===== config.mk =====
export PLATFORM = sky130hd
export DESIGN_NAME = border_line_color_recorder
export DESIGN_NICKNAME = d
export VERILOG_FILES = /design/src/rtl/blcr_pkg.sv /design/src/rtl/border_line_color_recorder.sv /design/src/rtl/blcr_ram.sv /design/src/rtl/blcr_div.sv
export SDC_FILE = /design/constraint.sdc
export NUM_CORES = 1
export LEC_CHECK = 0
export BUFFER_PORTS_ARGS = -buffer_cell sky130_fd_sc_hd__buf_2
export CAP_MARGIN = 20
export CORE_UTILIZATION = 35
export CTS_CLUSTER_DIAMETER = 30
export DETAILED_ROUTE_END_ITERATION = 8
export GPL_TIMING_DRIVEN = 1
export PLACE_DENSITY_LB_ADDON = 0.05
export SLEW_MARGIN = 30
export SYNTH_ARGS = -nofsm -noshare
export SYNTH_HDL_FRONTEND = slang
export SYNTH_SLANG_ARGS = --single-unit

===== constraint.sdc =====
create_clock -name clk -period 10.5 [get_ports clk]
set_input_delay 0.525 -clock clk [delete_from_list [all_inputs] [get_ports clk]]
set_output_delay 0.525 -clock clk [all_outputs]
set_load 0.05 [all_outputs]

===== src/rtl/blcr_pkg.sv =====
// ----------------------------------------------------------------------------
// blcr_pkg
// Shared widths, reset values and codes for the border line color recorder.
// ----------------------------------------------------------------------------
package blcr_pkg;

  localparam int LINES_DEF = 224;

  localparam int FUNC_W  = 2;
  localparam int COLOR_W = 3;
  localparam int TICK_W  = 17;
  localparam int IDX_W   = 8;
  localparam int CFG_IDX_W = 1;

  localparam logic [TICK_W-1:0]  START_RESET = 17'd4096;
  localparam logic [TICK_W-1:0]  SPAN_RESET  = 17'd65535;
  localparam logic [COLOR_W-1:0] COLOR_CLEAR = 3'h7;

  typedef enum logic [FUNC_W-1:0] {
    FUNC_WRITE = 2'd0,
    FUNC_FRAME = 2'd1,
    FUNC_READ  = 2'd2,
    FUNC_NONE  = 2'd3
  } func_t;

  typedef enum logic [CFG_IDX_W-1:0] {
    CFG_START = 1'b0,
    CFG_SPAN  = 1'b1
  } cfg_reg_t;

endpackage


===== src/rtl/border_line_color_recorder.sv =====
// ----------------------------------------------------------------------------
// border_line_color_recorder
// Builds a per-line border color table from timed color writes.
// ----------------------------------------------------------------------------
// Read request: CALC, RDW, then OUT, which waits for a free output register.
// Color write in the window: CALC, the divider in DIV, FILL up to the hit
//   line, then PUT stores the color while the pointer is below LINES.
// Write outside the window: CALC only. Frame end: CALC, then FILL to the end.
// One request at a time; the bit-serial divider sets the write latency.
// Reset (sync, active low): a sweep in CLEAR writes 7 to every line first.
// ----------------------------------------------------------------------------
module border_line_color_recorder #(
  parameter int LINES = blcr_pkg::LINES_DEF
) (
  input  logic                           clk,
  input  logic                           rst_n,
  // request channel
  input  logic                           in_valid,
  output logic                           in_ready,
  input  logic [blcr_pkg::FUNC_W-1:0]    in_func,
  input  logic [blcr_pkg::COLOR_W-1:0]   in_new_color,
  input  logic [blcr_pkg::TICK_W-1:0]    in_tick_time,
  input  logic [blcr_pkg::IDX_W-1:0]     in_line_index,
  // result channel
  output logic                           out_valid,
  input  logic                           out_ready,
  output logic [blcr_pkg::COLOR_W-1:0]   out_line_color,
  // configuration writes
  input  logic                           cfg_we,
  input  logic [blcr_pkg::CFG_IDX_W-1:0] cfg_index,
  input  logic [blcr_pkg::TICK_W-1:0]    cfg_data
);

  localparam int TW     = blcr_pkg::TICK_W;
  localparam int CW     = blcr_pkg::COLOR_W;
  localparam int PTR_W  = $clog2(LINES + 1);     // fill pointer holds 0..LINES
  localparam int ADDR_W = $clog2(LINES);
  localparam int NUM_W  = TW + PTR_W;            // (tick - start) * LINES
  localparam int CMP_W  = (PTR_W > blcr_pkg::IDX_W) ? PTR_W : blcr_pkg::IDX_W;

  typedef enum logic [7:0] {
    ST_CLEAR = 8'b0000_0001,  // post-reset sweep writing color 7
    ST_IDLE  = 8'b0000_0010,
    ST_CALC  = 8'b0000_0100,  // window check, product into divider
    ST_DIV   = 8'b0000_1000,
    ST_FILL  = 8'b0001_0000,  // one line of last color per cycle
    ST_PUT   = 8'b0010_0000,  // store the new color
    ST_RDW   = 8'b0100_0000,  // RAM read data arriving
    ST_OUT   = 8'b1000_0000   // wait for the output register
  } state_t;

  state_t state_r, state_nxt;

  // configuration
  logic [TW-1:0] start_r, start_nxt;
  logic [TW-1:0] span_r, span_nxt;

  // captured request
  logic [blcr_pkg::FUNC_W-1:0] func_r;
  logic [CW-1:0]               color_r;
  logic [TW-1:0]               tick_r;
  logic [blcr_pkg::IDX_W-1:0]  idx_r;

  // recorder state
  logic [PTR_W-1:0] fill_ptr_r, fill_ptr_nxt;
  logic [PTR_W-1:0] limit_r, limit_nxt;
  logic [CW-1:0]    last_color_r, last_color_nxt;
  logic [CW-1:0]    rd_color_r, rd_color_nxt;

  // output register
  logic          out_valid_r, out_valid_nxt;
  logic [CW-1:0] out_color_r, out_color_nxt;

  // datapath
  logic              in_window;
  logic [TW-1:0]     diff;
  logic [NUM_W-1:0]  product;
  logic [TW-1:0]     den;
  logic              div_start;
  logic              div_done;
  logic [NUM_W-1:0]  div_quot;
  logic [PTR_W-1:0]  line_clamped;
  logic              idx_in_range;
  logic              ptr_below_lines;

  // store access
  logic              ram_we;
  logic [ADDR_W-1:0] ram_waddr;
  logic [CW-1:0]     ram_wdata;
  logic [ADDR_W-1:0] ram_raddr;
  logic [CW-1:0]     ram_rdata;

  logic in_fire;
  assign in_fire  = in_valid && in_ready;
  assign in_ready = (state_r == ST_IDLE);

  // Window is [start, start + span], inclusive on both ends.
  assign in_window = (tick_r >= start_r) &&
                     ({1'b0, tick_r} <= ({1'b0, start_r} + {1'b0, span_r}));
  assign diff      = tick_r - start_r;
  assign product   = NUM_W'(diff) * NUM_W'(LINES);
  assign den       = (span_r == '0) ? TW'(1) : span_r;   // zero span acts as 1
  assign div_start = (state_r == ST_CALC) && (func_r == blcr_pkg::FUNC_WRITE) &&
                     in_window;

  assign line_clamped = (div_quot > NUM_W'(LINES)) ? PTR_W'(LINES)
                                                   : div_quot[PTR_W-1:0];

  assign idx_in_range    = CMP_W'(idx_r) < CMP_W'(LINES);
  assign ptr_below_lines = fill_ptr_r < PTR_W'(LINES);
  assign ram_raddr       = ADDR_W'(idx_r);

  blcr_div #(
    .NUM_W (NUM_W),
    .DEN_W (TW)
  ) u_div (
    .clk   (clk),
    .rst_n (rst_n),
    .start (div_start),
    .numer (product),
    .denom (den),
    .done  (div_done),
    .quot  (div_quot)
  );

  blcr_ram #(
    .WIDTH (CW),
    .DEPTH (LINES)
  ) u_store (
    .clk   (clk),
    .we    (ram_we),
    .waddr (ram_waddr),
    .wdata (ram_wdata),
    .raddr (ram_raddr),
    .rdata (ram_rdata)
  );

  // Store writes: clearing sweep, line fill, new color.
  always_comb begin
    ram_we    = 1'b0;
    ram_waddr = fill_ptr_r[ADDR_W-1:0];
    ram_wdata = last_color_r;
    case (state_r)
      ST_CLEAR: begin
        ram_we    = 1'b1;
        ram_wdata = blcr_pkg::COLOR_CLEAR;
      end
      ST_FILL: begin
        ram_we = fill_ptr_r < limit_r;
      end
      ST_PUT: begin
        ram_we    = ptr_below_lines;
        ram_wdata = color_r;
      end
      default: begin
        ram_we = 1'b0;
      end
    endcase
  end

  // Sequencer
  always_comb begin
    state_nxt      = state_r;
    fill_ptr_nxt   = fill_ptr_r;
    limit_nxt      = limit_r;
    last_color_nxt = last_color_r;
    rd_color_nxt   = rd_color_r;
    out_valid_nxt  = out_valid_r;
    out_color_nxt  = out_color_r;

    if (out_valid_r && out_ready) begin
      out_valid_nxt = 1'b0;
    end

    case (state_r)
      ST_CLEAR: begin
        if (fill_ptr_r == PTR_W'(LINES - 1)) begin
          fill_ptr_nxt = '0;
          state_nxt    = ST_IDLE;
        end else begin
          fill_ptr_nxt = fill_ptr_r + PTR_W'(1);
        end
      end
      ST_IDLE: begin
        if (in_fire) begin
          state_nxt = ST_CALC;
        end
      end
      ST_CALC: begin
        case (func_r)
          blcr_pkg::FUNC_WRITE: begin
            if (in_window) begin
              state_nxt = ST_DIV;
            end else begin
              last_color_nxt = color_r;
              state_nxt      = ST_IDLE;
            end
          end
          blcr_pkg::FUNC_FRAME: begin
            limit_nxt = PTR_W'(LINES);
            state_nxt = ST_FILL;
          end
          blcr_pkg::FUNC_READ: begin
            state_nxt = ST_RDW;
          end
          default: begin
            state_nxt = ST_IDLE;
          end
        endcase
      end
      ST_DIV: begin
        if (div_done) begin
          limit_nxt = line_clamped;
          state_nxt = ST_FILL;
        end
      end
      ST_FILL: begin
        if (fill_ptr_r < limit_r) begin
          fill_ptr_nxt = fill_ptr_r + PTR_W'(1);
        end else if (func_r == blcr_pkg::FUNC_FRAME) begin
          fill_ptr_nxt = '0;   // rewind for the next frame
          state_nxt    = ST_IDLE;
        end else begin
          state_nxt = ST_PUT;
        end
      end
      ST_PUT: begin
        if (ptr_below_lines) begin
          fill_ptr_nxt = fill_ptr_r + PTR_W'(1);
        end
        last_color_nxt = color_r;
        state_nxt      = ST_IDLE;
      end
      ST_RDW: begin
        rd_color_nxt = idx_in_range ? ram_rdata : '0;
        state_nxt    = ST_OUT;
      end
      ST_OUT: begin
        if (!out_valid_r || out_ready) begin
          out_valid_nxt = 1'b1;
          out_color_nxt = rd_color_r;
          state_nxt     = ST_IDLE;
        end
      end
      default: begin
        state_nxt = ST_IDLE;
      end
    endcase
  end

  // Configuration writes
  always_comb begin
    start_nxt = start_r;
    span_nxt  = span_r;
    if (cfg_we) begin
      case (cfg_index)
        blcr_pkg::CFG_START: start_nxt = cfg_data;
        blcr_pkg::CFG_SPAN:  span_nxt  = cfg_data;
        default:             start_nxt = start_r;
      endcase
    end
  end

  always_ff @(posedge clk) begin
    if (!rst_n) begin
      state_r      <= ST_CLEAR;
      start_r      <= blcr_pkg::START_RESET;
      span_r       <= blcr_pkg::SPAN_RESET;
      fill_ptr_r   <= '0;
      last_color_r <= '0;
      out_valid_r  <= 1'b0;
    end else begin
      state_r      <= state_nxt;
      start_r      <= start_nxt;
      span_r       <= span_nxt;
      fill_ptr_r   <= fill_ptr_nxt;
      last_color_r <= last_color_nxt;
      out_valid_r  <= out_valid_nxt;
    end
    limit_r     <= limit_nxt;
    rd_color_r  <= rd_color_nxt;
    out_color_r <= out_color_nxt;
    if (in_fire) begin
      func_r  <= in_func;
      color_r <= in_new_color;
      tick_r  <= in_tick_time;
      idx_r   <= in_line_index;
    end
  end

  assign out_valid      = out_valid_r;
  assign out_line_color = out_color_r;

  // --------------------------------------------------------------------------
  // Assertions
  // --------------------------------------------------------------------------
  a_ptr_bound: assert property (@(posedge clk) disable iff (!rst_n)
    fill_ptr_r <= PTR_W'(LINES))
    else $error("fill pointer past last line");

  a_no_idle_write: assert property (@(posedge clk) disable iff (!rst_n)
    (state_r == ST_IDLE) |-> !ram_we)
    else $error("store written while idle");

  a_div_done_in_div: assert property (@(posedge clk) disable iff (!rst_n)
    div_done |-> (state_r == ST_DIV))
    else $error("divider finished outside divide state");

  a_one_at_a_time: assert property (@(posedge clk) disable iff (!rst_n)
    in_fire |=> !in_ready)
    else $error("new request taken while busy");

endmodule


===== src/rtl/blcr_ram.sv =====
// ----------------------------------------------------------------------------
// blcr_ram
// Generic single-write, single-read RAM with registered read data.
// ----------------------------------------------------------------------------
module blcr_ram #(
  parameter int WIDTH = 3,
  parameter int DEPTH = 224
) (
  input  logic                     clk,
  input  logic                     we,
  input  logic [$clog2(DEPTH)-1:0] waddr,
  input  logic [WIDTH-1:0]         wdata,
  input  logic [$clog2(DEPTH)-1:0] raddr,
  output logic [WIDTH-1:0]         rdata
);

  logic [WIDTH-1:0] mem [DEPTH];

  always_ff @(posedge clk) begin
    if (we) begin
      mem[waddr] <= wdata;
    end
    rdata <= mem[raddr];
  end

endmodule


===== src/rtl/blcr_div.sv =====
// ----------------------------------------------------------------------------
// blcr_div
// Restoring divider, one quotient bit per cycle.
// ----------------------------------------------------------------------------
module blcr_div #(
  parameter int NUM_W = 25,
  parameter int DEN_W = 17
) (
  input  logic             clk,
  input  logic             rst_n,
  input  logic             start,
  input  logic [NUM_W-1:0] numer,
  input  logic [DEN_W-1:0] denom,
  output logic             done,
  output logic [NUM_W-1:0] quot
);

  localparam int CNT_W = $clog2(NUM_W + 1);

  logic [NUM_W-1:0] num_r, num_nxt;   // dividend shifts out, quotient shifts in
  logic [DEN_W-1:0] den_r, den_nxt;
  logic [DEN_W-1:0] rem_r, rem_nxt;
  logic [CNT_W-1:0] cnt_r, cnt_nxt;
  logic             done_r, done_nxt;
  logic [DEN_W:0]   trial;
  logic             fits;

  assign trial = {rem_r, num_r[NUM_W-1]};
  assign fits  = trial >= {1'b0, den_r};

  always_comb begin
    num_nxt  = num_r;
    den_nxt  = den_r;
    rem_nxt  = rem_r;
    cnt_nxt  = cnt_r;
    done_nxt = 1'b0;
    if (start) begin
      num_nxt = numer;
      den_nxt = denom;
      rem_nxt = '0;
      cnt_nxt = CNT_W'(NUM_W);
    end else if (cnt_r != '0) begin
      num_nxt  = {num_r[NUM_W-2:0], fits};
      rem_nxt  = fits ? DEN_W'(trial - {1'b0, den_r}) : trial[DEN_W-1:0];
      cnt_nxt  = cnt_r - CNT_W'(1);
      done_nxt = (cnt_r == CNT_W'(1));
    end
  end

  always_ff @(posedge clk) begin
    if (!rst_n) begin
      cnt_r  <= '0;
      done_r <= 1'b0;
    end else begin
      cnt_r  <= cnt_nxt;
      done_r <= done_nxt;
    end
    num_r <= num_nxt;
    den_r <= den_nxt;
    rem_r <= rem_nxt;
  end

  assign done = done_r;
  assign quot = num_r;

endmodule


==> results of run 1 <==
## area by class of cell
| type | count | area, um2 |
|---|---|---|
| multi-input cells | 1390 | 12300 |
| fillers | 9439 | 59400 |
| clock inverters | 132 | 1590 |
| clock buffers | 211 | 4830 |
| well taps | 1391 | 1740 |
| inverters | 101 | 379 |
| flip-flops and latches | 838 | 24300 |
| repair buffers | 131 | 1090 |
## where the power goes
part | switching, mW | internal, mW
Sequential | 0.0925 | 3.92
Combinational | 0.876 | 0.515
Clock | 1.86 | 4.01
## routing by layer
metal  track usage [%]  part of all wire [%]  up-vias
met3              4.16                   4.9      166
li1                  -                     -     9904
met4              6.31                   2.4        2
met5                 0                 0.020        -
met1              25.8                    46    11100
met2              29.5                    47      506
## cells in the final DEF (no fill, tap or decap), drive strengths merged, types with 6 or more instances in the layout
cell type,netlist,final
edfxtp,753,753
nor2,306,306
mux4,219,219
clkbuf,103,211
nand2,152,152
inv,101,113
ha,105,105
buf,32,94
a21oi,93,93
dfxtp,85,85
clkinv,0,70
nand3,68,68
o21ai,53,53
dlygate4sd3,0,37
nor3,34,34
xnor2,31,31
bufinv,0,29
a211oi,23,23
xor2,22,22
mux2i,21,21
clkinvlp,0,21
nand4,20,20
nor2b,20,20
fa,20,20
nand2b,18,18
a21o,15,15
o21a,14,14
and2,14,14
nor4,14,14
o211ai,13,13
or3,12,12
or2,10,10
o31ai,9,9
and3,8,8
nor3b,8,8
o21bai,7,7
nand3b,6,6
## sequential cells by signal, summed over array words and instances (netlist names), 5 cells and up
| name | count |
|---|---|
| u_div.rem_r | 17 |
| start_r | 17 |
| u_store.mem | 672 |
| limit_r | 8 |
| u_div.den_r | 17 |
| fill_ptr_r | 8 |
| span_r | 17 |
| tick_r | 17 |
| state_r | 8 |
| u_div.quot | 25 |
| u_div.cnt_r | 5 |
| idx_r | 8 |
## worst max-delay path: stages (launching register included)
cell and delay [ns]:
dfxtp_1 0.37, ha_1 0.25, a21o_1 0.20, a311oi_1 0.46
a21oi_1 0.21, a41o_1 0.31, o41ai_1 0.54, o21ai_0 0.22
mux2i_1 0.15, a2111oi_0 0.46, ha_1 0.35, nand4_1 0.10
nor3_1 0.07, o31ai_1 0.09, nand4_1 0.18, and3b_1 0.25
or3_1 0.35, buf_4 0.25, nand2_1 0.65
## worst paths after layout
| check | end | slack [ns] |
|---|---|---|
| min reg2reg | out_line_color[2] | 0.42 |
| max reg2reg | u_div.quot[24] | 4.64 |
| min | span_r[6] | 0.05 |
| max | u_div.quot[24] | 4.64 |
## cells by family (layout without fill, tap and decap cells)
logic type | after synthesis | count (layout) | synth area share, %
DFF | 838 | 838 | 64.9
adders and majority gates | 125 | 125 | 4.57
xor gates and xnor gates | 53 | 53 | 1.24
AOI/OAI and AO/OA | 268 | 268 | 4.57
buffers and inverters | 236 | 575 | 2.50
muxes | 241 | 241 | 13.7
and+or+nand+nor | 703 | 703 | 8.51
## per-stage QoR
| stage | total power [mW] | std cells | area, um2 |
|---|---|---|---|
| global placement | 5.45 | 3806 | 39300 |
| CTS | 11.4 | 4191 | 46200 |
| global route | 11.7 | 4194 | 46300 |
| floorplan | 5.07 | 2464 | 37500 |
| detailed placement | 5.47 | 3811 | 39400 |
| finish | 11.3 | 4194 | 46300 |
==> reports/results.txt, run 1 <==
Core Area = 106000 um2
Vias/cell = 5.18
CP Capture Type = register
hold slack = 0.0534 ns
io pins = 58
syn avg cell area = 15.2 um2
CP required = 10.85 ns
Clock Sinks = 838
DR vias = 21700
post-detail-place hpwl = 62.7 mm
P_leak = 15.7 nW
Worst Reg-to-Reg Cells = 18
Setup CP Type = register to register
Std-Cell Rows = 119
Die Y = 329 um
Routed WL = 99.7 mm
largest area contributor in the netlist = edfxtp_1
total CTS buffers = 184
Commonest cells post-synth = 753 x edfxtp_1, 306 x nor2_1, 219 x mux4_2
Max Cap Viol = 0
setup TNS = 0 ns
synthesized area = 37500 um2
synthesized flop and latch total = 838
CP max FO = 40
# Post-CTS Setup Buffers = 0
GR Overflow Total = 0
HP Start = cfg_data[6]
Async SR Flop Fraction = 0%
net count reported at finish = 2824
slew margin rel. = 34.0%
syn_nets = 2642
Seq/Total Area, Yosys = 64.9%
worst min path class = input port to register
RSZ-0062 raised after global routing = no
final core occ = 43.8%
TritonCTS clock tree = done
critical path arrival = 6.21 ns
Detail Route Antenna Nets = 0
Initial Utilization = 35.5%
Synth Instances = 2464
VDD IR-drop max = 0.000129 V
synthesis-to-finish area growth = 23.4%
FF-to-FF Start = span_r[1]
Avg WL per Cell = 23.8 um
most common cell in the synthesized netlist = edfxtp_1
outcome = complete, but fails checks
Tmin final = 5.86 ns
Pwr Density = 244 nW/um2
Max H-tree Level = 4
DRC = 1
CP Launch Type = register
Synth top area share = 60.3%
layout cells sized above 1 = 23.4%
vias in the first global route = 23000
maximum root-to-sink buffer count = 3
die area = 108000 um2
fin crit share = 55.8%
final worst slack = 4.64 ns
yosys warns = 0
gr usage total = 18.8%
Worst-Skew Late Latency = 0.75 ns
initial antenna violation count = 4
clock-pin slew on the worst setup and hold paths = 0.05 ns
number of library cell types mapped by synthesis = 68
hold path cells = 3
largest net degree at the start of global routing = 169
first-pass GRT wire length = 149 mm
setup slack after placement = 4.68 ns
Ant. Diodes = 0
Slew @ Worst Pin = 0.987 ns
CTS Root Buffer Type = clkbuf_16
violated checks = DRC
CP startpoint = span_r[1]
RD Place Congestion = 0.776
Top FF cell, synth = edfxtp_1
chip width = 329 um
# setup viols final = 0
Fmax = 171 MHz
PostCTS Resize Cnt = 0
Final Max Tran Viols = 0
port bufs = 57
dominant cells by area after synthesis = edfxtp_1 60%, mux4_2 13%, dfxtp_1 4.5%, ha_1 3.5%, nor2_1 3.1%
1st-pass router iterations = 7
DR iter-0 viols = 1374
hold-fix buffers at CTS = 37
Final Hold Fails = 0
number of synthesized flops with an enable pin = 753
Clock Skew = 0.0308 ns
No activity file was read; power rests on OpenSTA's default activity.
==> inputs of run 2 (changes only) <==
==> constraint.sdc (replaced) <==
create_clock -name clk -period 5.59 [get_ports clk]
set_input_delay 0.2795 -clock clk [delete_from_list [all_inputs] [get_ports clk]]
set_output_delay 0.2795 -clock clk [all_outputs]
set_load 0.05 [all_outputs]
==> run 2 against run 1 <==
Die area did not move. Final cell count rose by 1.2%. Utilization is 0.63 points higher. The run still ends with DRC left. Setup slack got worse by 4.2 ns. Sequential cell count is the same. Highest routed layer is now met4. Total power up 93%. Clock power up 98%.
==> reports/results.txt, run 2 (synthesis results as in run 1) <==
most frequent cells in the layout = 753 x edfxtp_1, 306 x nor2_1, 219 x mux4_2
Final Max Tran Viols = 0 (unchanged)
net count reported at finish = 2862 (+1.3%)
total CTS buffers = 194 (+5.4%)
Clock Skew = 0.0390 ns (+0.00826 ns)
critical path arrival = 5.62 ns (-0.59 ns)
DR iter-0 viols = 1501 (+9.2%)
VDD IR-drop max = 0.000242 V (+87%)
post-detail-place hpwl = 62.0 mm (-1.1%)
outcome = complete, but fails checks
Reg with most FFs = u_store.mem
initial antenna violation count = 3 (-1)
port bufs = 57 (unchanged)
# setup viols final = 0 (unchanged)
RSZ-0062 raised after global routing = no
Slew @ Worst Pin = 0.935 ns (-0.0520 ns)
maximum root-to-sink buffer count = 3 (unchanged)
register area = 24300 um2 (unchanged)
worst-path cell chain = ha_1 > a21o_1 > a311oi_1 > a21oi_1 > a41o_1 > o41ai_1 > buf_4 > o21ai_0 > mux2i_1 > a2111oi_0 > ha_1 > nand4_1 > nor3_1 > nand2_1 > nand4_1 > and3b_1 > or3_1 > buf_4 > nand3_1 > o21ai_0
# fillers = 9449 (+0.11%)
DR vias = 21900 (+0.93%)
Std-Cell Rows = 119 (unchanged)
CP Capture Type = register
commonest non-fill, non-tap cell in the layout = edfxtp_1
gr usage total = 18.9% (+0.14 points)
TritonCTS clock tree = done
synthesis-to-finish area growth = 25.2%
worst min path class = input port to register
CP max FO = 34 (-15%)
Tmin final = 5.14 ns (-0.723 ns)
Routed WL = 99.9 mm (+0.27%)
Detail Route Antenna Nets = 0 (unchanged)
die area = 108000 um2 (unchanged)
layout cells sized above 1 = 23.5% (+0.14 points)
Pwr Density = 463 nW/um2 (+90%)
Fmax = 195 MHz (+14%)
Core Area = 106000 um2 (unchanged)
first-pass GRT wire length = 151 mm (+1.4%)
CP Launch Type = register
flip-flop count of the largest register after layout = 672 (unchanged)
io pins = 58 (unchanged)
largest net degree at the start of global routing = 169 (unchanged)
RD Place Congestion = 0.793 (+2.2%)
chip width = 329 um (unchanged)
Initial Utilization = 35.5% (unchanged)
setup TNS = 0 ns (unchanged)
clock-pin slew on the worst setup and hold paths = 0.05 ns (about the same)
Avg WL per Cell = 23.5 um (-0.96%)
Die Y = 329 um (unchanged)
Vias/cell = 5.16 (-0.31%)
Max Cap Viol = 0 (unchanged)
Setup CP Type = register to register
1st-pass router iterations = 7 (unchanged)
fin crit share = 92.0% (+36 points)
Total Power = 21.7 mW (+93%)
vias in the first global route = 23400 (+1.5%)
DRC = 1 (unchanged)
CTS Root Buffer Type = clkbuf_16
area of the multi-input gates = 12300 um2 (about the same)
Clock Sinks = 838 (unchanged)
GR Overflow Total = 0 (unchanged)
Worst-Skew Late Latency = 0.77 ns (+0.02 ns)
CP required = 6.07 ns (-4.78 ns)
Final Hold Fails = 0 (unchanged)
Max H-tree Level = 4 (unchanged)
P_leak = 16.0 nW (+1.9%)
slew margin rel. = 37.6% (+3.6 points)
Worst path max stage delay = 0.50 ns (-0.15 ns)
slowest stage cell, crit path = or3_1
violated checks = DRC
-- run 2: per-layer routing --
metal	track usage, %	wire length [um]
met5	0	0
met4	6.01	1930
met3	3.61	4340
met2	30.3	47400
met1	26.0	46300
-- run 2: metrics by stage --
| step | hold slack, ns | cells | instance area (um2) | setup slack [ns] | utilization [%] |
|---|---|---|---|---|---|
| finish | 0.0957 | 4246 | 46900 | 0.449 | 44.4 |
| global route | 0.0884 | 4246 | 46900 | 0.0280 | 44.4 |
| CTS | 0.0425 | 4244 | 46900 | 0.394 | 44.4 |
| detailed placement | 0.409 | 3813 | 39400 | 0.443 | 37.3 |
| global placement | 0.413 | 3812 | 39300 | 0.513 | 37.2 |
| floorplan | 0.378 | 2464 | 37500 | 0.484 | - |
-- run 2: path summary, 6_finish.rpt --
path | startpoint | to | slack [ns] | cells past startpoint
worst max-delay path | span_r[1] | u_div.quot[20] | 0.45 | 20
worst min-delay path | cfg_we | start_r[3] | 0.1 | 4
worst max register to register | span_r[1] | u_div.quot[20] | 0.45 | 20
worst min register to register | rd_color_r[1] | out_line_color[1] | 0.41 | 0
-- run 2: worst max-delay path: cells and delay by family, from the launching register on --
| kind | cells | cell delay [ns] |
|---|---|---|
| flops | 1 | 0.38 |
| mux | 1 | 0.13 |
| buf+inv | 2 | 0.48 |
| fa+ha+maj | 2 | 0.47 |
| simple gates | 7 | 1.37 |
| compound gates | 8 | 2.00 |
-- run 2: final cells by class --
class                           count  share of cell area (%)
Clock inverter                    136                    3.73
Clock buffer                      230                    10.9
Tap cell                         1391                    3.71
Sequential cell                   838                    51.8
Inverter                          101                   0.808
Antenna cell                        1                 0.00533
Multi-Input combinational cell   1390                    26.2
Timing Repair Buffer              159                    2.80
-- run 2: power breakdown --
group / internal (mW) / switching [mW]
clock network: 7.89 / 3.70
logic: 0.964 / 1.65
registers: 7.37 / 0.178
total: 16.2 / 5.53
-- run 2: timing repair --
| item | 4_1_cts | 5_1_grt |
|---|---|---|
| hold endpoints to repair | 67 | 0 |
| resized for setup | 0 | 0 |
| setup buffers | 0 | 0 |
| hold buffers | 65 | 0 |
